$ cat config.mk
export PLATFORM = sky130hd
export DESIGN_NAME = caalu_mul
export DESIGN_NICKNAME = d
export VERILOG_FILES = /design/src/design/caalu_pkg.sv /design/src/design/caalu_mul.sv
export SDC_FILE = /design/constraint.sdc
export NUM_CORES = 2
export LEC_CHECK = 0
export BUFFER_PORTS_ARGS = -buffer_cell sky130_fd_sc_hd__buf_2
export CELL_PAD_IN_SITES_DETAIL_PLACEMENT = 1
export CELL_PAD_IN_SITES_GLOBAL_PLACEMENT = 1
export CORE_MARGIN = 5
export CORE_UTILIZATION = 50
export CTS_CLUSTER_SIZE = 16
export DETAILED_ROUTE_END_ITERATION = 16
export PLACE_DENSITY_LB_ADDON = 0.05
export SYNTH_ARGS = -nofsm -noshare
export SYNTH_HDL_FRONTEND = slang
export SYNTH_SLANG_ARGS = --single-unit
$ cat constraint.sdc
create_clock -name clk_i -period 30.2 [get_ports clk_i]
set_clock_uncertainty 0.1 [all_clocks]
set_input_delay 7.55 -clock clk_i [delete_from_list [all_inputs] [get_ports clk_i]]
set_output_delay 7.55 -clock clk_i [all_outputs]
set_load 0.05 [all_outputs]
$ cat src/design/caalu_pkg.sv
// Package with the item types, opcodes and constants of the 32-bit expression ALU.
package caalu_pkg;

  localparam int unsigned DataWidth = 32;
  localparam int unsigned CountBits = 6;
  localparam int unsigned DivStages = DataWidth;

  typedef enum logic [4:0] {
    OP_OR   = 5'd0,
    OP_AND  = 5'd1,
    OP_SLA  = 5'd2,
    OP_SLL  = 5'd3,
    OP_SRA  = 5'd4,
    OP_SRL  = 5'd5,
    OP_XOR  = 5'd6,
    OP_EQ   = 5'd7,
    OP_LE   = 5'd8,
    OP_LT   = 5'd9,
    OP_GE   = 5'd10,
    OP_GT   = 5'd11,
    OP_NE   = 5'd12,
    OP_ADD  = 5'd13,
    OP_SUB  = 5'd14,
    OP_MUL  = 5'd15,
    OP_DIV  = 5'd16,
    OP_NOT  = 5'd17,
    OP_NEG  = 5'd18,
    OP_PLUS = 5'd19
  } op_e;

  typedef enum logic [1:0] {
    ERR_NONE = 2'd0,
    ERR_OVF  = 2'd1,
    ERR_PROP = 2'd2
  } err_e;

  typedef enum logic [1:0] {
    KIND_PLAIN = 2'd0,
    KIND_MUL   = 2'd1,
    KIND_DIV   = 2'd2
  } kind_e;

  typedef struct packed {
    logic [4:0]                  req_type;
    logic signed [DataWidth-1:0] operand_a;
    logic signed [DataWidth-1:0] operand_b;
    logic                        a_has_error;
    logic                        b_has_error;
  } req_t;

  typedef struct packed {
    logic signed [DataWidth-1:0] result_value;
    logic                        result_is_logic;
    logic [1:0]                  error_code;
  } rsp_t;

  // Item state carried down the pipeline beside the divider.
  typedef struct packed {
    logic                 valid;
    kind_e                kind;
    logic [DataWidth-1:0] res;
    logic                 is_logic;
    err_e                 err;
    logic                 q_neg;
  } info_t;

endpackage

$ cat src/design/caalu_mul.sv
// Registered 32 by 32 signed multiplier.
module caalu_mul (
  input  logic                              clk_i,
  input  logic [caalu_pkg::DataWidth-1:0]   a_i,
  input  logic [caalu_pkg::DataWidth-1:0]   b_i,
  output logic [2*caalu_pkg::DataWidth-1:0] prod_o
);
  import caalu_pkg::*;

  logic signed [2*DataWidth-1:0] prod_d;
  logic [2*DataWidth-1:0]        prod_q;

  always_comb begin
    prod_d = $signed(a_i) * $signed(b_i);
  end

  always_ff @(posedge clk_i) begin
    prod_q <= prod_d;
  end

  assign prod_o = prod_q;

endmodule

# Yosys cells after proc, flatten, opt, wreduce, memory -nomap -nowiden
# Index checks and enable logic that the tools add are counted.
dict set report word_totals {
  output_inout_bits 64
  inputBits 65
  wordCells 2
  regBits 64
}
dict set report op_classes {
  multipliers 1
}
# operator n
set ops {}
lappend ops {{$mul A32 B32 Y64} 1}

# Longest topological paths before layout
dict set report depth {
  ltp_word 1
  depth_mapped 28
  mapped_depth_nobuf 26
}

# Least setup slack after synthesis
# Ideal clock, no wire load.
dict set report synth_path {
  kind {input -> register}
  from {input b_i[2] (netlist name)}
  to {register prod_q[63] (netlist: prod_o[63])}
  required_time_ps 29979
  path_slack_ps 15207
  setup_ps 121
  arrival_ps 14773
  cell_stages 25
  path_buffers 2
  path_cell_list {clkbuf_1 > nand2_1 > inv_1 > fa_1 > fa_1 > fa_1 > fa_1 > inv_1 > fa_1 > inv_1 > fa_1 > inv_1 > fa_1 > inv_1 > fa_1 > ha_1 > clkbuf_1 > nand4_1 > or3_1 > o21ai_0 > a211oi_2 > o32ai_1 > nor2_1 > a31o_2 > xnor2_1}
}
dict set report synth_between {
  elab_chain_cells 1
}
# item line
set synth_lines {}
lappend synth_lines {{from (decl)} caalu_mul.sv:5} ;# input logic [caalu_pkg::DataWidth-1:0] b_i,
lappend synth_lines {{$mul A32 B32 Y64} caalu_mul.sv:14} ;# prod_d = $signed(a_i) * $signed(b_i);
lappend synth_lines {{net prod_d[63]} caalu_mul.sv:10} ;# logic signed [2*DataWidth-1:0] prod_d;
lappend synth_lines {{to (signal assigned)} caalu_mul.sv:18} ;# prod_q <= prod_d;
lappend synth_lines {{to (decl)} caalu_mul.sv:11} ;# logic [2*DataWidth-1:0] prod_q;
# The timed path passes the listed nets, and every way through them passes these cells.

# Worst setup path in the final report
# Same ends and word-level chain as after synthesis.

==> out/qor.yml <==
yosys:
  ys.flop_type: "dfxtp_1"
  yosysTopAreaCell: "fa_1"
  netlist_top_cells_area: "fa_1 58%, inv_1 9.5%, and2_1 8.5%, ha_1 6.1%, nand2_1 5.2%"
  synth_async_sr_flop_share: 0
  synthCells: 3949
  synth.distinct_cells: 70
  syn-num-nets: 5280
  synth_edf_count: 0
  yosys_warnings: 0
  synth_top_area_frac: 0.576
  ys_seq_elements: 64
  syn_area_per_cell_um2: 9.53
  ys_seq_area_frac: 0.0340
  netlist_area_um2: 37600
finish:
  fill_cells: 8504
  final_util: 0.525
  area.growth.synth_to_final_pct: 3.92
  layout_commonest_cell: "fa_1"
  seqCellArea_um2: 1280
  multi_input_area_um2: 32000
  nets: 5221
  drive_above_1_share: 0.0506
  largest_register_ffs: 64
  layout_common_cells: "1,082 x fa_1, 949 x inv_1, 524 x nand2_1"
setup_path:
  crit_chain: "buf_2 -> nand2_1 -> inv_1 -> fa_1 -> fa_1 -> fa_1 -> fa_1 -> inv_1 -> fa_1 -> inv_1 -> fa_1 -> inv_1 -> fa_1 -> inv_1 -> fa_1 -> ha_1 -> nand4_1 -> or3_1 -> o21ai_0 -> a211oi_2 -> o32ai_1 -> nor2_1 -> a31o_2 -> xnor2_1"
  slowest_stage: "fa_1"
  cpPeakStageDelay_ps: 1000
  path_max_fanout: 32
  endpoint_kind: "flop"
  crit_path_end: "prod_o[63]$_DFF_P_"
  critPathLaunchType: "primary input"
  crit_top_cell: "fa_1"
  required_ps: 30320
  path_class: "primary input to flop"
  startpoint: "b_i[2]"
  crit_arrival_ps: 15890
timing:
  rsz0062_at_grt: "no"
  max_slew.worst_pin.slew_ps: 858
  maxSlewHeadroom: 0.428
  tns_ps: 0
  finalSetupViolCount: 0
  maxSlewViolCount: 0
  min_period_ps: 15780
  min_period_over_period: 0.522
  finalHoldViolCount: 0
  setup_slack_ps: 14420
  fmax_mhz: 63.4
die:
  row_count: 100
  die_width_um: 284
  die_area_um2: 80900
  core-area_um2: 74600
  ios: 129
  die_y_um: 284
  initial_core_util: 0.505
clocking:
  tritoncts: "built"
  htree_levels: 3
  cts.sinks: 64
  cts_root_buf: "clkbuf_16"
  clk_pin_slew_worst_paths_ps: 60
  cts.repair.resized: 0
  cts_buffer_depth: 2
  numCtsBuffers: 9
  cts_setup_buffers: 0
  cts_hold_buffers: 0
routing:
  m1WireLength_mm: 43.8
  viasPerCell: 5.27
  top_layer: "met5"
  first_pass_iters: 4
  wire_per_inst_um: 22.1
  dr_total_vias: 25600
  wirelength_mm: 107
  dr_wl_met2_mm: 57.0
  met3_length_mm: 3.44
  drt_drc_violations_left: 0
  dr.first_iter.drc_count: 1164
  ant_nets: 0
global_route:
  grt_pass1_vias: 30100
  grt_usage: 0.274
  grt_max_degree: 33
  grt-ovfl-total: 0
  grt_pass1_wl_mm: 172
  antenna_found_initial: 7
flow_run:
  drv_cap: 0
placement:
  io_buffers: 128
  gp_congestion: 0.878
  dpl.hpwl_mm: 89.8
  pre_cts_ws_ps: 14100
run_status:
  status: "complete, no violations"
hold_path:
  hp-start: "b_i[0]"
  hp-class: "primary input to flop"
[synth_stat cells (all sizes together), types with 2 or more instances]
cell	number
buf	13
nand2	526
or3	3
fa	1082
a21o	33
a211oi	7
nand4	11
o21a	4
nor2	61
or4	2
a211o	5
nand2b	13
dfxtp	64
o22a	2
a22oi	2
a41oi	2
xnor2	52
o31ai	2
a21oi	68
o21bai	6
a21boi	2
a31o	3
nor2b	8
clkbuf	201
and2	514
ha	184
a311oi	2
and3	11
o21ba	2
inv	949
xor2	22
nand3	18
o211a	2
o21ai	42
a31oi	6
o211ai	6
a221oi	2
nor3	7
o2111ai	2
[per-stage QoR]
step                      instances  area (um2)  hold slack (ps)
after global routing           4864       39100             7690
after global placement         4848       38800             7920
after CTS                      4864       39100             7680
final                          4866       39100             7680
after detailed placement       4848       38800             7920
after floorplan                3949       37600             7580
[per-layer routing]
layer  global-route usage  up-vias
met4               0.0650        2
met3               0.0252      127
met2                0.499      443
met5                    0        -
met1                0.357    13900
li1                     -    11100
[cells by family (layout without fill, tap and decap cells)]
logic type | count (synthesis) | count (layout) | share of synthesized area
other cells | 0 | 2 | 0
buf+inv | 1163 | 1109 | 0.117
flops | 64 | 64 | 0.0340
fa+ha+maj | 1266 | 1266 | 0.637
simple gates | 1178 | 1178 | 0.157
xor+xnor | 74 | 74 | 0.0172
compound gates | 204 | 204 | 0.0384
[critical path, delay by kind of cell]
family	cells	cell delay, ps
AO/OA/AOI/OAI	4	720
buffers and inverters	6	1260
XOR/XNOR	1	120
adder cells (fa/ha/maj)	9	5220
AND/OR/NAND/NOR	4	970
[layout make-up]
class / count / area share
multi-input combinational: 2722 / 0.817
timing repair buffer: 144 / 0.0194
tap: 969 / 0.0310
clock inverter: 5 / 0.00205
clock buffer: 11 / 0.00621
inverter: 949 / 0.0911
antenna: 2 / 0.000128
sequential: 64 / 0.0328
[worst min-delay path by stage]
stage / slack [ps] / cells past startpoint / end
6_report: 7680 / 3 / prod_o[0]$_DFF_P_
5_1_grt: 7690 / 3 / prod_o[0]$_DFF_P_
4_1_cts: 7680 / 3 / prod_o[0]$_DFF_P_
3_5_place_dp: 7920 / 1 / prod_o[41]
3_3_place_gp: 7920 / 1 / prod_o[9]
2_1_floorplan: 7580 / 1 / prod_o[0]$_DFF_P_
Power is left out: the tool's default activity adds up to more than one toggle a clock period on the data nets, which glitch-free logic cannot reach.
