File: src/design/caalu_pkg.sv
// Package with the item types, opcodes and constants of the 32-bit expression ALU.
package caalu_pkg;

  localparam int unsigned DataWidth = 32;
  localparam int unsigned CountBits = 6;
  localparam int unsigned DivStages = DataWidth;

  typedef enum logic [4:0] {
    OP_OR   = 5'd0,
    OP_AND  = 5'd1,
    OP_SLA  = 5'd2,
    OP_SLL  = 5'd3,
    OP_SRA  = 5'd4,
    OP_SRL  = 5'd5,
    OP_XOR  = 5'd6,
    OP_EQ   = 5'd7,
    OP_LE   = 5'd8,
    OP_LT   = 5'd9,
    OP_GE   = 5'd10,
    OP_GT   = 5'd11,
    OP_NE   = 5'd12,
    OP_ADD  = 5'd13,
    OP_SUB  = 5'd14,
    OP_MUL  = 5'd15,
    OP_DIV  = 5'd16,
    OP_NOT  = 5'd17,
    OP_NEG  = 5'd18,
    OP_PLUS = 5'd19
  } op_e;

  typedef enum logic [1:0] {
    ERR_NONE = 2'd0,
    ERR_OVF  = 2'd1,
    ERR_PROP = 2'd2
  } err_e;

  typedef enum logic [1:0] {
    KIND_PLAIN = 2'd0,
    KIND_MUL   = 2'd1,
    KIND_DIV   = 2'd2
  } kind_e;

  typedef struct packed {
    logic [4:0]                  req_type;
    logic signed [DataWidth-1:0] operand_a;
    logic signed [DataWidth-1:0] operand_b;
    logic                        a_has_error;
    logic                        b_has_error;
  } req_t;

  typedef struct packed {
    logic signed [DataWidth-1:0] result_value;
    logic                        result_is_logic;
    logic [1:0]                  error_code;
  } rsp_t;

  // Item state carried down the pipeline beside the divider.
  typedef struct packed {
    logic                 valid;
    kind_e                kind;
    logic [DataWidth-1:0] res;
    logic                 is_logic;
    err_e                 err;
    logic                 q_neg;
  } info_t;

endpackage

File: src/design/caalu_div.sv
// Pipelined restoring divider on magnitudes, one quotient bit per stage.
module caalu_div (
  input  logic                            clk_i,
  input  logic [caalu_pkg::DataWidth-1:0] num_i,
  input  logic [caalu_pkg::DataWidth-1:0] den_i,
  output logic [caalu_pkg::DataWidth-1:0] quo_o
);
  import caalu_pkg::*;

  logic [DataWidth-1:0] rem_q [DivStages];
  logic [DataWidth-1:0] num_q [DivStages];
  logic [DataWidth-1:0] den_q [DivStages];

  for (genvar k = 0; k < DivStages; k++) begin : g_stage
    logic [DataWidth-1:0] rem_in;
    logic [DataWidth-1:0] num_in;
    logic [DataWidth-1:0] den_in;
    logic [DataWidth:0]   trial;
    logic [DataWidth:0]   diff;
    logic [DataWidth-1:0] rem_d;
    logic [DataWidth-1:0] num_d;

    if (k == 0) begin : g_first
      assign rem_in = '0;
      assign num_in = num_i;
      assign den_in = den_i;
    end else begin : g_next
      assign rem_in = rem_q[k-1];
      assign num_in = num_q[k-1];
      assign den_in = den_q[k-1];
    end

    always_comb begin
      trial = {rem_in, num_in[DataWidth-1]};
      diff  = trial - {1'b0, den_in};
      if (!diff[DataWidth]) begin
        rem_d = diff[DataWidth-1:0];
        num_d = {num_in[DataWidth-2:0], 1'b1};
      end else begin
        rem_d = trial[DataWidth-1:0];
        num_d = {num_in[DataWidth-2:0], 1'b0};
      end
    end

    always_ff @(posedge clk_i) begin
      rem_q[k] <= rem_d;
      num_q[k] <= num_d;
      den_q[k] <= den_in;
    end
  end

  assign quo_o = num_q[DivStages-1];

endmodule

File: config.mk
export PLATFORM = sky130hd
export DESIGN_NAME = caalu_div
export DESIGN_NICKNAME = d
export VERILOG_FILES = /design/src/design/caalu_pkg.sv /design/src/design/caalu_div.sv
export SDC_FILE = /design/constraint.sdc
export NUM_CORES = 2
export LEC_CHECK = 0
export BUFFER_PORTS_ARGS = -buffer_cell sky130_fd_sc_hd__buf_2
export CAP_MARGIN = 40
export CELL_PAD_IN_SITES_DETAIL_PLACEMENT = 1
export CELL_PAD_IN_SITES_GLOBAL_PLACEMENT = 1
export CORE_AREA = 2 2 789 477
export CTS_CLUSTER_DIAMETER = 100
export DETAILED_ROUTE_END_ITERATION = 16
export DIE_AREA = 0 0 791 479
export PLACE_DENSITY = 0.62
export SLEW_MARGIN = 15
export SYNTH_ARGS = -nofsm -noshare
export SYNTH_HDL_FRONTEND = slang
export SYNTH_SLANG_ARGS = --single-unit
File: constraint.sdc
create_clock -name clk_i -period 4.2 [get_ports clk_i]
set_input_delay 0.42 -clock clk_i [delete_from_list [all_inputs] [get_ports clk_i]]
set_output_delay 0.42 -clock clk_i [all_outputs]
set_load 0.02 [all_outputs]
**Word level (Yosys, flattened, before mapping)**

Memories as Yosys holds them, arrays and structs flattened.
Cells that the tools add are included.

- Register bits: 0
- RAM bits: 3,072
- Bits of input ports: 65
- Output and inout bits: 32
- Word-level logic and storage cells: 99
- Memories: 3

Memories:

| memory | words | bits a word | read ports | clocked after memory_dff | write ports | RTL line | text |
|---|---|---|---|---|---|---|---|
| den_q | 32 | 32 | 31 | 0 | 32 | caalu_div.sv:12 | `logic [DataWidth-1:0] den_q [DivStages];` |
| num_q | 32 | 32 | 32 | 0 | 32 | caalu_div.sv:11 | `logic [DataWidth-1:0] num_q [DivStages];` |
| rem_q | 32 | 32 | 31 | 0 | 32 | caalu_div.sv:10 | `logic [DataWidth-1:0] rem_q [DivStages];` |

- Add/subtract/negate cells: 32
- Multiplexer cells: 64

Operators with widths:

| operator | count |
|---|---|
| $mux W32 | 32 |
| $sub A33 B32 Y33 | 31 |
| $sub A1 B32 Y33 | 1 |
| $mux W1 | 32 |

**Logic depth before layout (Yosys ltp)**

An unclocked memory read counts as a cell.

- Depth in word-level cells: 3
- Gate-level depth with buffers: 16
- Mapped depth without buffers: 15

**Least setup slack after synthesis**

No wires, ideal clock.

- Path kind: flip-flop to flip-flop
- From: memory num_q[20][31] (netlist: num_q[5][31])
- To: memory rem_q[21][24] (netlist: rem_q[1][184])
- Setup time: 0.121 ns
- Data arrival time: 3.543 ns
- Required time: 4.079 ns
- Slack: 0.537 ns
- Cell stages (with the launch flop): 16
- Buffers on the path: 1
- Clock period less this slack: 3.663 ns
- Cells stage by stage: dfxtp_1 -> inv_1 -> ha_1 -> fa_1 -> nor2b_1 -> o31ai_2 -> a221oi_1 -> a22o_1 -> a221o_1 -> a31oi_1 -> o21ai_1 -> a41o_1 -> a41oi_1 -> xnor2_1 -> buf_2 -> mux2_2

RTL lines:

| item | RTL line |
|---|---|
| start: declaration | caalu_div.sv:11 |
| end: declaration | caalu_div.sv:10 |

==> results.txt <==
status = finished, final reports clean
Post-synth ARST share = 0
Cells after DPL = 17100
filler cell count = 41100
syn avg cell area = 10.4 sq um
yosys warns = 0
initial core utilization = 0.328
slowest library cell on the worst path = o41a_1
largest net degree at the start of global routing = 41
fin crit period = 4190 ps
commonest non-fill, non-tap cells in the layout = 2996 x dfxtp_1, 1196 x inv_1, 983 x ha_1
Sequential Power Share = 0.287
Synth Cell Area = 122000 sq um
skew final = 85.1 ps
Clk Latency, worst-skew pair = 920 ps
commonest non-fill, non-tap cell in the layout = dfxtp_1
Crit Path Max Fanout = 8
top cell type's share of synthesized area = 0.493
Crit path max-delay family = compound AO/OA/AOI/OAI gates
Peak Freq = 0.239 GHz
post-route ant nets = 0
Layout Nets = 13700
Die H = 479 um
CP endpoint kind = flip-flop
DR WL/cell = 19.2 um
Vias per Instance = 4.79
grt ovf = 0
leading area contributor after synthesis = dfxtp_1
clock share of power = 0.194
leakage = 0.0667 uW
register area = 60200 sq um
ys flop type = dfxtp_1
setup TNS = 0 ps
Die Area = 379000 sq um
post-route cell area = 146000 sq um
VDD IR max = 0.533 mV
vias in the first global route = 82800
Clock transition at path regs = 70 ps
CP Buf/Inv Count = 4
number of port buffers = 96
Hold Vio Cnt, Final = 0
Slew @ Worst Pin = 923 ps
DRC Markers = 0
share of cells above drive strength 1 = 0.170
first-pass GRT wire length = 511000 um
Final Cycle Share = 0.998
overall power = 146000 uW
Post-synth EDFFs = 0
WP data arrival = 4980 ps
DRT Pass-1 Iters = 5
Final Max Tran Viols = 0
CTS tree = done
Synth cell types = 89
die width = 791 um
DR iter-0 viols = 6135
Crit path required time = 4990 ps
area of the multi-input gates = 58000 sq um
Setup violations, final = 0
class of the worst hold path = in2reg
Routed WL = 341000 um
Net Switching = 55800 uW
synthesized flop and latch total = 3008
GRT Util Overall = 0.170
Top cell by count, worst path = o31ai_4
sw frac = 0.383
core area = 372000 sq um
Largest stage delay, worst path = 410 ps
max_cap viols = 0
RSZ-0062 raised after global routing = yes
CTS root buffer = clkbuf_16
Cells after Synth = 11700
placed cell areas = 133000 sq um
initial antenna violation count = 16
CP cell instances = inv_2, ha_4, fa_2, nor2b_2, o31a_1, o41a_1, a41oi_4, o31ai_4, o41ai_4, buf_4, o31ai_4, a221o_1, a21oi_4, xnor2_4, buf_12, buf_16, mux2_2
path type of the worst setup path = reg2reg
Worst setup SP type = flip-flop
Int Power = 89900 uW
Area contributors post-synth = dfxtp_1 49%, ha_1 10%, mux2_2 6.7%
HPWL after DPL = 253000 um
register area share after synthesis = 0.493
Max-slew headroom = 0.382
placer's final routability congestion estimate = 0.920
Non-Filler Instances = 17800
Area growth syn-to-layout = 19.6%
vias = 85100
combinational power share = 0.519
CTS sink count = 3008
Pwr Density = 996 nW/um^2
# rows = 174
Final WS setup = 9.83 ps
TritonCTS buffer count = 306
Max clock buf depth = 4
pre-CTS WS = -402 ps
H-Tree Depth = 5
I/O Pins = 97
registers in the layout, summed over array words and instances (netlist names):
name and count:
den_q 992, rem_q 992, num_q 1024
cell usage after synthesis (22+ instances only):
| library cell | instances |
|---|---|
| mux2_2 | 730 |
| and2_1 | 40 |
| a21oi_1 | 828 |
| mux2i_1 | 67 |
| a31oi_1 | 98 |
| a211o_1 | 22 |
| o21bai_1 | 114 |
| a31o_2 | 24 |
| nor4_1 | 28 |
| a221oi_1 | 28 |
| nand3_1 | 164 |
| a211oi_1 | 66 |
| nor3_1 | 100 |
| nand2b_1 | 93 |
| clkbuf_1 | 167 |
| xnor2_1 | 539 |
| dfxtp_1 | 3008 |
| nor2_1 | 447 |
| xor2_1 | 296 |
| a21o_1 | 436 |
| a21boi_0 | 27 |
| o21ai_0 | 557 |
| ha_1 | 993 |
| o31ai_1 | 54 |
| nand2_1 | 550 |
| nor2b_1 | 153 |
| fa_1 | 30 |
| o21a_1 | 167 |
| mux2_4 | 37 |
| or3_1 | 30 |
| nand4_1 | 97 |
| and4_1 | 31 |
| o211ai_1 | 28 |
| o31a_1 | 46 |
| buf_2 | 44 |
| inv_1 | 1202 |
| and3_1 | 59 |
cell families after synthesis:
kind of cell	synth area share
compound gates	0.143
xor+xnor	0.0602
fa+ha+maj	0.107
buf+inv	0.0448
flops	0.493
mux	0.0784
other cells	0.0000307
simple gates	0.0743
final timing paths:
path                                    start            end  slack, ps  cells past startpoint
worst max-delay path            num_q[0][127]  rem_q[0][130]         10                     17
worst min-delay path                num_i[27]   num_q[0][28]        150                      2
worst max register to register  num_q[0][127]  rem_q[0][130]         10                     17
worst min register to register   num_q[7][34]   num_q[7][67]        290                      0
metal layers:
layer  track usage  part of all wire  vias up
met5             0            0.0012        -
met4        0.0296             0.015       10
met3        0.0497             0.089      370
met2         0.175              0.29     1701
met1         0.308              0.61    40600
li1              -                 -    42400
cell type report:
cell class / instances / area share
Clock buffer: 420 / 0.0589
Tap cell: 4928 / 0.0422
Inverter: 1205 / 0.0311
Multi-Input combinational cell: 7323 / 0.397
Clock inverter: 116 / 0.0112
Sequential cell: 3008 / 0.412
Antenna cell: 5 / 0.0000856
Timing Repair Buffer: 753 / 0.0473
power groups by stage:
| stage | clock (uW) | sequential [uW] | combinational [uW] |
|---|---|---|---|
| 3_5_place_dp | 0 | 42300 | 67500 |
| 4_1_cts | 29300 | 41800 | 70400 |
| 5_1_grt | 30600 | 42600 | 82200 |
| 3_3_place_gp | 0 | 42400 | 66200 |
| 2_1_floorplan | 0 | 40400 | 47600 |
| 6_report | 28300 | 41700 | 75600 |
per-stage QoR:
stage	hold slack [ps]	utilization
2_1_floorplan	310	-
3_3_place_gp	310	0.356
3_5_place_dp	313	0.356
4_1_cts	51.6	0.388
5_1_grt	102	0.393
6_report	152	0.393
timing repair:
| item | 4_1_cts | 5_1_grt |
|---|---|---|
| cloned | 10 | 24 |
| hold endpoints to repair | 65 | 0 |
| resized for setup | 83 | 203 |
| setup buffers | 18 | 33 |
| setup endpoints to repair | 399 | 864 |
| hold buffers | 64 | 0 |
| pin swaps | 29 | 84 |
Note: power is estimated with default switching activity, not from simulation.
