$ cat config.mk
export PLATFORM = sky130hd
export DESIGN_NAME = caalu_decode
export DESIGN_NICKNAME = d
export VERILOG_FILES = /design/src/design/caalu_pkg.sv /design/src/design/caalu_decode.sv
export SDC_FILE = /design/constraint.sdc
export NUM_CORES = 1
export LEC_CHECK = 0
export ABC_AREA = 1
export CAP_MARGIN = 40
export CELL_PAD_IN_SITES_DETAIL_PLACEMENT = 1
export CELL_PAD_IN_SITES_GLOBAL_PLACEMENT = 1
export CORE_ASPECT_RATIO = 1.2
export CORE_UTILIZATION = 35
export DETAILED_ROUTE_END_ITERATION = 6
export DONT_BUFFER_PORTS = 1
export PLACE_DENSITY_LB_ADDON = 0.25
export SKIP_LAST_GASP = 1
export SLEW_MARGIN = 5
export SYNTH_ARGS = -nofsm -noshare
export SYNTH_HDL_FRONTEND = slang
export SYNTH_SLANG_ARGS = --single-unit
$ cat constraint.sdc
create_clock -name vclk -period 6.5
set_clock_uncertainty 0.1 [all_clocks]
set_input_delay 0.325 -clock vclk [all_inputs]
set_output_delay 0.325 -clock vclk [all_outputs]
set_load 0.01 [all_outputs]
$ cat src/design/caalu_pkg.sv
// Package with the item types, opcodes and constants of the 32-bit expression ALU.
package caalu_pkg;

  localparam int unsigned DataWidth = 32;
  localparam int unsigned CountBits = 6;
  localparam int unsigned DivStages = DataWidth;

  typedef enum logic [4:0] {
    OP_OR   = 5'd0,
    OP_AND  = 5'd1,
    OP_SLA  = 5'd2,
    OP_SLL  = 5'd3,
    OP_SRA  = 5'd4,
    OP_SRL  = 5'd5,
    OP_XOR  = 5'd6,
    OP_EQ   = 5'd7,
    OP_LE   = 5'd8,
    OP_LT   = 5'd9,
    OP_GE   = 5'd10,
    OP_GT   = 5'd11,
    OP_NE   = 5'd12,
    OP_ADD  = 5'd13,
    OP_SUB  = 5'd14,
    OP_MUL  = 5'd15,
    OP_DIV  = 5'd16,
    OP_NOT  = 5'd17,
    OP_NEG  = 5'd18,
    OP_PLUS = 5'd19
  } op_e;

  typedef enum logic [1:0] {
    ERR_NONE = 2'd0,
    ERR_OVF  = 2'd1,
    ERR_PROP = 2'd2
  } err_e;

  typedef enum logic [1:0] {
    KIND_PLAIN = 2'd0,
    KIND_MUL   = 2'd1,
    KIND_DIV   = 2'd2
  } kind_e;

  typedef struct packed {
    logic [4:0]                  req_type;
    logic signed [DataWidth-1:0] operand_a;
    logic signed [DataWidth-1:0] operand_b;
    logic                        a_has_error;
    logic                        b_has_error;
  } req_t;

  typedef struct packed {
    logic signed [DataWidth-1:0] result_value;
    logic                        result_is_logic;
    logic [1:0]                  error_code;
  } rsp_t;

  // Item state carried down the pipeline beside the divider.
  typedef struct packed {
    logic                 valid;
    kind_e                kind;
    logic [DataWidth-1:0] res;
    logic                 is_logic;
    err_e                 err;
    logic                 q_neg;
  } info_t;

endpackage

$ cat src/design/caalu_decode.sv
// First-stage decode: error checks, logic, shifts, compares, add/sub, unary ops, multiply marking and divider setup.
module caalu_decode (
  input  logic                         valid_i,
  input  caalu_pkg::req_t              req_i,
  output caalu_pkg::info_t             info_o,
  output logic [caalu_pkg::DataWidth-1:0] div_num_o,
  output logic [caalu_pkg::DataWidth-1:0] div_den_o
);
  import caalu_pkg::*;

  logic [DataWidth-1:0]   ua;
  logic [DataWidth-1:0]   ub;
  logic [CountBits-1:0]   n;
  logic [DataWidth:0]     sum;
  logic [DataWidth:0]     dif;
  logic [DataWidth-2:0]   sla_low;
  logic [DataWidth-1:0]   sra_res;
  logic                   prop;
  logic                   a_min;

  always_comb begin
    ua      = req_i.operand_a;
    ub      = req_i.operand_b;
    n       = ub[CountBits-1:0];
    sum     = {ua[DataWidth-1], ua} + {ub[DataWidth-1], ub};
    dif     = {ua[DataWidth-1], ua} - {ub[DataWidth-1], ub};
    sla_low = ua[DataWidth-2:0] << n;
    sra_res = (n[CountBits-1]) ? {DataWidth{ua[DataWidth-1]}}
                               : DataWidth'($signed(ua) >>> n[CountBits-2:0]);
    a_min   = (ua == {1'b1, {(DataWidth-1){1'b0}}});
    div_num_o = ua[DataWidth-1] ? (~ua + 1'b1) : ua;
    div_den_o = ub[DataWidth-1] ? (~ub + 1'b1) : ub;

    prop = 1'b0;
    if (req_i.req_type <= 5'(OP_DIV)) begin
      prop = req_i.a_has_error | req_i.b_has_error;
    end else if (req_i.req_type <= 5'(OP_PLUS)) begin
      prop = req_i.a_has_error;
    end

    info_o.valid    = valid_i;
    info_o.kind     = KIND_PLAIN;
    info_o.res      = '0;
    info_o.err      = ERR_NONE;
    info_o.q_neg    = ua[DataWidth-1] ^ ub[DataWidth-1];
    info_o.is_logic = (req_i.req_type >= 5'(OP_EQ)) && (req_i.req_type <= 5'(OP_NE));

    if (prop) begin
      info_o.err = ERR_PROP;
    end else begin
      unique case (req_i.req_type)
        OP_OR:  info_o.res = ua | ub;
        OP_AND: info_o.res = ua & ub;
        OP_SLA: begin
          if (n >= CountBits'(DataWidth - 1)) begin
            info_o.res = {ua[DataWidth-1], {(DataWidth-1){1'b0}}};
          end else begin
            info_o.res = {ua[DataWidth-1], sla_low};
          end
        end
        OP_SLL: info_o.res = n[CountBits-1] ? '0 : (ua << n[CountBits-2:0]);
        OP_SRA: info_o.res = sra_res;
        OP_SRL: info_o.res = n[CountBits-1] ? '0 : (ua >> n[CountBits-2:0]);
        OP_XOR: info_o.res = ua ^ ub;
        OP_EQ:  info_o.res = DataWidth'(ua == ub);
        OP_LE:  info_o.res = DataWidth'($signed(ua) <= $signed(ub));
        OP_LT:  info_o.res = DataWidth'($signed(ua) <  $signed(ub));
        OP_GE:  info_o.res = DataWidth'($signed(ua) >= $signed(ub));
        OP_GT:  info_o.res = DataWidth'($signed(ua) >  $signed(ub));
        OP_NE:  info_o.res = DataWidth'(ua != ub);
        OP_ADD: begin
          if (sum[DataWidth] != sum[DataWidth-1]) info_o.err = ERR_OVF;
          else info_o.res = sum[DataWidth-1:0];
        end
        OP_SUB: begin
          if (dif[DataWidth] != dif[DataWidth-1]) info_o.err = ERR_OVF;
          else info_o.res = dif[DataWidth-1:0];
        end
        OP_MUL: info_o.kind = KIND_MUL;
        OP_DIV: begin
          // Divide by zero gives a plain zero; the most negative value over
          // minus one does not fit and is flagged.
          if (ub == '0) begin
            info_o.res = '0;
          end else if (a_min && (ub == '1)) begin
            info_o.err = ERR_OVF;
          end else begin
            info_o.kind = KIND_DIV;
          end
        end
        OP_NOT: info_o.res = ~ua;
        OP_NEG: begin
          if (a_min) info_o.err = ERR_OVF;
          else info_o.res = ~ua + 1'b1;
        end
        OP_PLUS: info_o.res = ua;
        default: info_o.res = '0;
      endcase
    end
  end

endmodule

* After elaboration in Yosys (flattened, before gate mapping)
Index checks and enable logic that the tools add are counted.
Cells by class: add/sub/neg operators 4, magnitude comparators 9, equality and inequality tests 25, shift operators 4, muxes and demuxes 23, bitwise logic cells 7, reduce and logical (&&, ||, !) cells 4
Operator list (number):
- one-hot mux 32 bit (18 select lines) | 1
- 2-to-1 mux 32 bit | 8
- adder 32 x 1 -> 32 bit (second input constant) | 2
- == test 32 bit (second input constant) | 2
- inverter 32 bit | 2
- == test 5 x 4 -> 1 bit (second input constant) | 8
- 2-to-1 mux 34 bit | 1
- adder 32 x 32 -> 33 bit | 1
- subtractor 32 x 32 -> 33 bit | 1
- AND 32 bit | 1
- == test 32 bit | 1
- greater-or-equal comparator 32 bit | 1
- greater-than comparator 32 bit | 1
- less-or-equal comparator 32 bit | 1
- zero test 32 bit | 1
- less-than comparator 32 bit | 1
- inequality test 32 bit | 1
- OR 32 bit | 1
- << shifter 32 x 5 -> 32 bit | 1
- >> shifter 32 x 5 -> 32 bit | 1
- >>> shifter 32 x 5 -> 32 bit | 1
- bitwise XOR 32 bit | 1
- 2-to-1 mux 31 bit | 1
- << shifter 31 x 6 -> 31 bit | 1
- other kinds (17) | 35
Storage, ports and cells: register bits after elaboration 0, output and inout bits 103, word-level logic and storage cells 76

* Longest topological paths before layout
Gate-level depths: netlist of run 1.
depth in word-level cells 6, depth in mapped cells 29

* Worst setup path before layout of run 1
OpenSTA, ideal clock, no wires.
kind input to output, from input port req_i[5] (netlist name), to output port info_o[8] (netlist name), arrival time 3.788 ns, data required time 6.075 ns, path slack 2.287 ns, cell stages on the path 27, cell sequence buf_4 -> clkinv_2 -> buf_2 -> buf_1 -> ha_1 -> buf_2 -> nor2_1 -> inv_1 -> nor2_1 -> nand2_1 -> nand2_1 -> inv_1 -> o21ai_1 -> nand3_1 -> nand3_1 -> nand2_1 -> nand2_1 -> xor2_1 -> ha_1 -> nor2_4 -> inv_2 -> buf_2 -> a21oi_1 -> o21ai_1 -> nand3_1 -> a21oi_1 -> a31oi_1
RTL lines:
- start: declaration | line caalu_decode.sv:4 | input caalu_pkg::req_t req_i,
- end: declaration | line caalu_decode.sv:5 | output caalu_pkg::info_t info_o,

==> results of run 1 <==
cells by family after synthesis:
kind of cell / count (synthesis)
fa+ha+maj: 107
xor+xnor: 48
mux: 2
compound gates: 510
buf+inv: 401
simple gates: 1394
cell usage in the layout, fill, tap and decap left out, types with 4 or more instances in the layout:
cell / count
o21ai_2: 8
nor2_4: 13
o211ai_1: 28
or2_1: 6
or2_2: 11
a31oi_1: 11
inv_4: 4
ha_1: 105
inv_2: 28
nand4_1: 50
o21a_1: 17
buf_4: 19
o2111ai_1: 4
xor2_1: 47
o21ai_0: 195
nor3_1: 49
nor2_1: 261
a221oi_1: 7
o221ai_1: 6
inv_1: 248
nor2_2: 12
a21oi_1: 143
nor4_1: 11
nor3_2: 4
a21o_1: 6
o21bai_1: 5
nor3_4: 4
nand3b_1: 6
nand2_2: 24
o31ai_1: 4
o22ai_1: 17
clkinv_1: 4
o21ai_1: 40
nand3_1: 257
nand2_1: 666
area by class of cell:
| class | count | area share |
|---|---|---|
| multi-input combinational | 2061 | 0.858 |
| antenna | 1 | 0.000195 |
| tap | 468 | 0.0455 |
| timing repair buffer | 20 | 0.0115 |
| inverter | 287 | 0.0848 |
critical path, stage by stage:
cell	delay, ns
inv_2	0.07
ha_1	0.58
inv_2	0.14
o21ai_2	0.44
a21oi_1	0.31
o21ai_1	0.58
nand4_1	0.25
nand2_1	0.15
nand2_1	0.06
nand2_1	0.07
xor2_1	0.18
ha_1	0.30
nor2_4	0.32
buf_4	0.28
nor3_1	0.07
o21ai_0	0.20
nor2_1	0.08
nand2_1	0.07
nor2_1	0.04
nand2_1	0.07
nor2_1	0.05
a21oi_1	0.25
worst max path at each step:
stage / start / to / cells past startpoint
6_report: req_i[36] / info_o[4] / 22
5_1_grt: req_i[36] / info_o[4] / 22
4_1_cts: req_i[36] / info_o[4] / 22
3_5_place_dp: req_i[36] / info_o[4] / 22
3_3_place_gp: req_i[36] / info_o[4] / 22
2_1_floorplan: req_i[5] / info_o[8] / 27
per-stage QoR:
step	util	instances
finish	0.359	2837
global route	0.359	2836
CTS	0.359	2836
detailed placement	0.359	2836
global placement	0.358	2834
floorplan	-	2462
metal layers:
metal | up-vias | GRT usage | wire length, um
met3 | 221 | 0.0655 | 7030
met2 | 947 | 0.718 | 38100
met5 | - | 0 | 33
li1 | 7990 | - | -
met1 | 8762 | 0.553 | 33800
met4 | 4 | 0.271 | 6130
==> key figures, run 1 <==
Status
  • Status: finished clean

STA
  • Hold WS: 0.550 ns
  • RSZ-0062 raised after global routing: no
  • Slew @ Worst Pin: 0.907 ns
  • Tmin final: 5.34 ns
  • Post-route setup slack: 1.16 ns
  • Final Cycle Share: 0.821
  • Fmax: 187 MHz
  • Count of final setup violators: 0
  • Final setup TNS: 0 ns
  • Final count of hold timing violations: 0
  • Max-slew violations: 0
  • Slew Limit Headroom: 0.395

Worst setup path
  • Crit path kind: input pin to output pin
  • CP Max Fanout: 10
  • Crit path arrival time: 4.91 ns
  • Worst setup EP type: output pin
  • CP startpoint kind: input pin
  • WP data required: 6.07 ns

Drt
  • Final ANT Viol Nets: 0
  • Initial DRC Count: 1,889
  • Total number of vias: 17,900
  • Vias/cell: 6.32
  • # DRC: 0
  • Pre-antenna DRT Iters: 5
  • Final WL: 85,100 um
  • Routed length per placed instance: 30.0 um

Finish
  • Number of clock buffers in the layout: 0
  • Register Area: 0 um^2
  • Multi-input logic area: 0.0110 mm^2
  • Seq cells: 0
  • Layout cells sized above 1: 0.0659
  • Synth-to-layout area growth: 1.01%
  • Final nets: 2,549
  • Fill cells: 5,219
  • Design area: 0.0129 mm^2

Die
  • Die footprint: 0.0372 mm^2
  • Chip height: 211 um
  • Top Ports: 175
  • Die X: 176 um
  • Core area: 0.0358 mm^2
  • Initial Util: 0.355
  • Std-Cell Rows: 76

Yosys
  • Main combinational cell family by area after synthesis: simple AND/OR/NAND/NOR gates
  • Post-synthesis mux area share: 0.00157
  • Netlist cell types: 64
  • Count leader, synth: nand2_1
  • Ranking of synthesized cells by area: nand2_1, ha_1, nand3_1
  • Synth Cell Area: 0.0127 mm^2
  • Post-Synth Simple-Gate Area: 0.494
  • Ys Warns: 0
  • Post-Syn Instances: 2,462
  • Top cells by count, synth: nand2_1, nor2_1, nand3_1
  • Share of the synthesized area in the top cell type: 0.196
  • Post-Syn Nets: 2,641
  • Compound-gate portion of the synthesized area: 0.232
  • Most area-hungry cell type in the Yosys netlist: nand2_1
  • Part of the Yosys area used for sequential elements: 0
  • Adder-cell share of the synthesized area: 0.106
  • Syn avg cell area: 5.17 um^2
  • Xor-xnor portion of the synthesized cell area: 0.0330

Worst hold path
  • Hold Path Sink: info_o[38]
  • Min-Delay Path Depth: 0
  • Hold Path Class: input pin to output pin
  • Hold Crit Start: valid_i

Place
  • Routability congestion estimate: 1.07
  • DP Area: 0.0129 mm^2
  • Dpl ws: 1.42 ns
  • # port buffers: 0
  • Hpwl dp: 71,100 um

Clocking
  • Hold bufs inserted after CTS: 0
  • Number of post-CTS setup repair buffers: 0
  • CTS resizes: 0

GRT
  • Vias in the first global route: 17,600
  • First-pass GRT wire length: 119,000 um
  • Pin count of the biggest net entering global routing: 64
  • Initial antenna violation count: 4
  • Global Route Usage Sum: 0.444
  • GR Overflow Total: 0

Run
  • MaxCap Viol Count: 0
==> run 2, diff against run 1 <==
==> constraint.sdc (replaced) <==
create_clock -name vclk -period 5.48
set_clock_uncertainty 0.1 [all_clocks]
set_input_delay 0.274 -clock vclk [all_inputs]
set_output_delay 0.274 -clock vclk [all_outputs]
set_load 0.01 [all_outputs]
==> key figures, run 2 (synthesized netlist as in run 1, its figures left out) <==
Worst setup path
  • Crit path buf inv count: 4
  • Most Frequent Cell on Critical Path: nand2_2
  • CP startpoint kind: input pin
  • Crit path kind: input pin to output pin
  • Crit path cell chain: inv_1 -> ha_1 -> fa_1 -> or2_1 -> o21ai_2 -> nand2_2 -> nand2_2 -> nand2_2 -> nand2_2 -> nand2_2 -> nand2_2 -> inv_1 -> o221ai_2 -> xor2_1 -> ha_1 -> nor2_4 -> inv_2 -> a21oi_1 -> o21ai_0 -> o211ai_1 -> nor3_1 -> nand4_1 -> nand2_1 -> inv_1
  • Largest delay contributor family on the critical path: simple AND/OR/NAND/NOR gates
  • Crit path arrival time: 4.63 ns
  • Slowest cell on crit path: fa_1
  • WP data required: 5.11 ns
  • Worst setup EP type: output pin
  • CP Max Fanout: 14
  • Slowest stage delay, CP: 0.41 ns

Worst hold path
  • Hold Path Class: input pin to output pin

Place
  • # port buffers: 0
  • Routability congestion estimate: 1.07
  • Dpl ws: 0.691 ns
  • Hpwl dp: 70,700 um

STA
  • Max-slew violations: 0
  • Hold WS: 0.448 ns
  • Count of final setup violators: 0
  • RSZ-0062 raised after global routing: no
  • Slew @ Worst Pin: 0.889 ns
  • Tmin final: 5.00 ns
  • Fmax: 200 MHz
  • Final count of hold timing violations: 0
  • Slew Limit Headroom: 0.401
  • Final setup TNS: 0 ns
  • Post-route setup slack: 0.476 ns
  • Final Cycle Share: 0.913

Finish
  • Antenna cell count: 0
  • Register Area: 0 um^2
  • Final nets: 2,559
  • Seq cells: 0
  • Layout cells sized above 1: 0.0698
  • Core Util, Final: 0.361
  • Number of clock buffers in the layout: 0
  • Commonest non-fill, non-tap cell in the layout: nand2_1
  • Synth-to-layout area growth: 1.77%
  • Most frequent cells in the layout: nand2_1, nor2_1, nand3_1, inv_1, o21ai_0

Die
  • Die footprint: 0.0372 mm^2
  • Initial Util: 0.355
  • Die X: 176 um
  • Chip height: 211 um
  • Std-Cell Rows: 76
  • Core area: 0.0358 mm^2
  • Top Ports: 175

Drt
  • Final WL: 85,600 um
  • Total number of vias: 18,000
  • Final ANT Viol Nets: 0
  • # DRC: 0
  • Pre-antenna DRT Iters: 5
  • Routed length per placed instance: 30.1 um
  • Vias/cell: 6.34
  • Initial DRC Count: 1,953

Clocking
  • CTS resizes: 0
  • Hold bufs inserted after CTS: 0
  • Number of post-CTS setup repair buffers: 0

Pwr
  • PwrDens: 94.2 mW/mm^2
  • Leak: 6.27 nW
  • Maximum vdd drop: 0.0368 mV

Run
  • MaxCap Viol Count: 0

GRT
  • GR Overflow Total: 0
  • Global Route Usage Sum: 0.449
  • First-pass GRT wire length: 121,000 um
  • Vias in the first global route: 17,700
  • Pin count of the biggest net entering global routing: 64
  • Initial antenna violation count: 1

Status
  • Status: finished clean
==> run 2: changes by cell type in the layout (fill, tap and decap cells not counted), sizes merged <==
cell,previous run,this run
diode,1,0
buf,20,30
==> run 2: cell type report <==
type               count  area, um^2
fillers             5188       22900
multi-input cells   2061       11000
inverters            287        1090
well taps            468         586
repair buffers        30         246
==> run 2: path summary, 6_finish.rpt <==
kind | startpoint | to | slack, ns | cells past startpoint
worst max-delay path | req_i[34] | info_o[11] | 0.48 | 24
worst min-delay path | valid_i | info_o[38] | 0.45 | 0
==> run 2: per-layer routing <==
layer	vias to the layer above	GRT usage	share of wire
li1	8003	-	-
met1	8837	0.561	0.40
met2	938	0.729	0.45
met3	256	0.0526	0.069
met4	2	0.282	0.076
met5	-	0	0.000093
==> run 2: where the power goes <==
part	internal [mW]	switching (mW)
registers	0	0
logic	0.314	0.908
clock network	0	0
==> run 2: through the flow <==
step | cell area, um^2 | power [mW] | cells
after detailed placement | 13000 | 1.18 | 2846
final | 13000 | 1.22 | 2846
after global routing | 13000 | 1.30 | 2846
after floorplan | 12700 | 0.807 | 2462
after CTS | 13000 | 1.18 | 2846
after global placement | 12900 | 1.16 | 2842
Note: power is estimated with default switching activity, not from simulation.
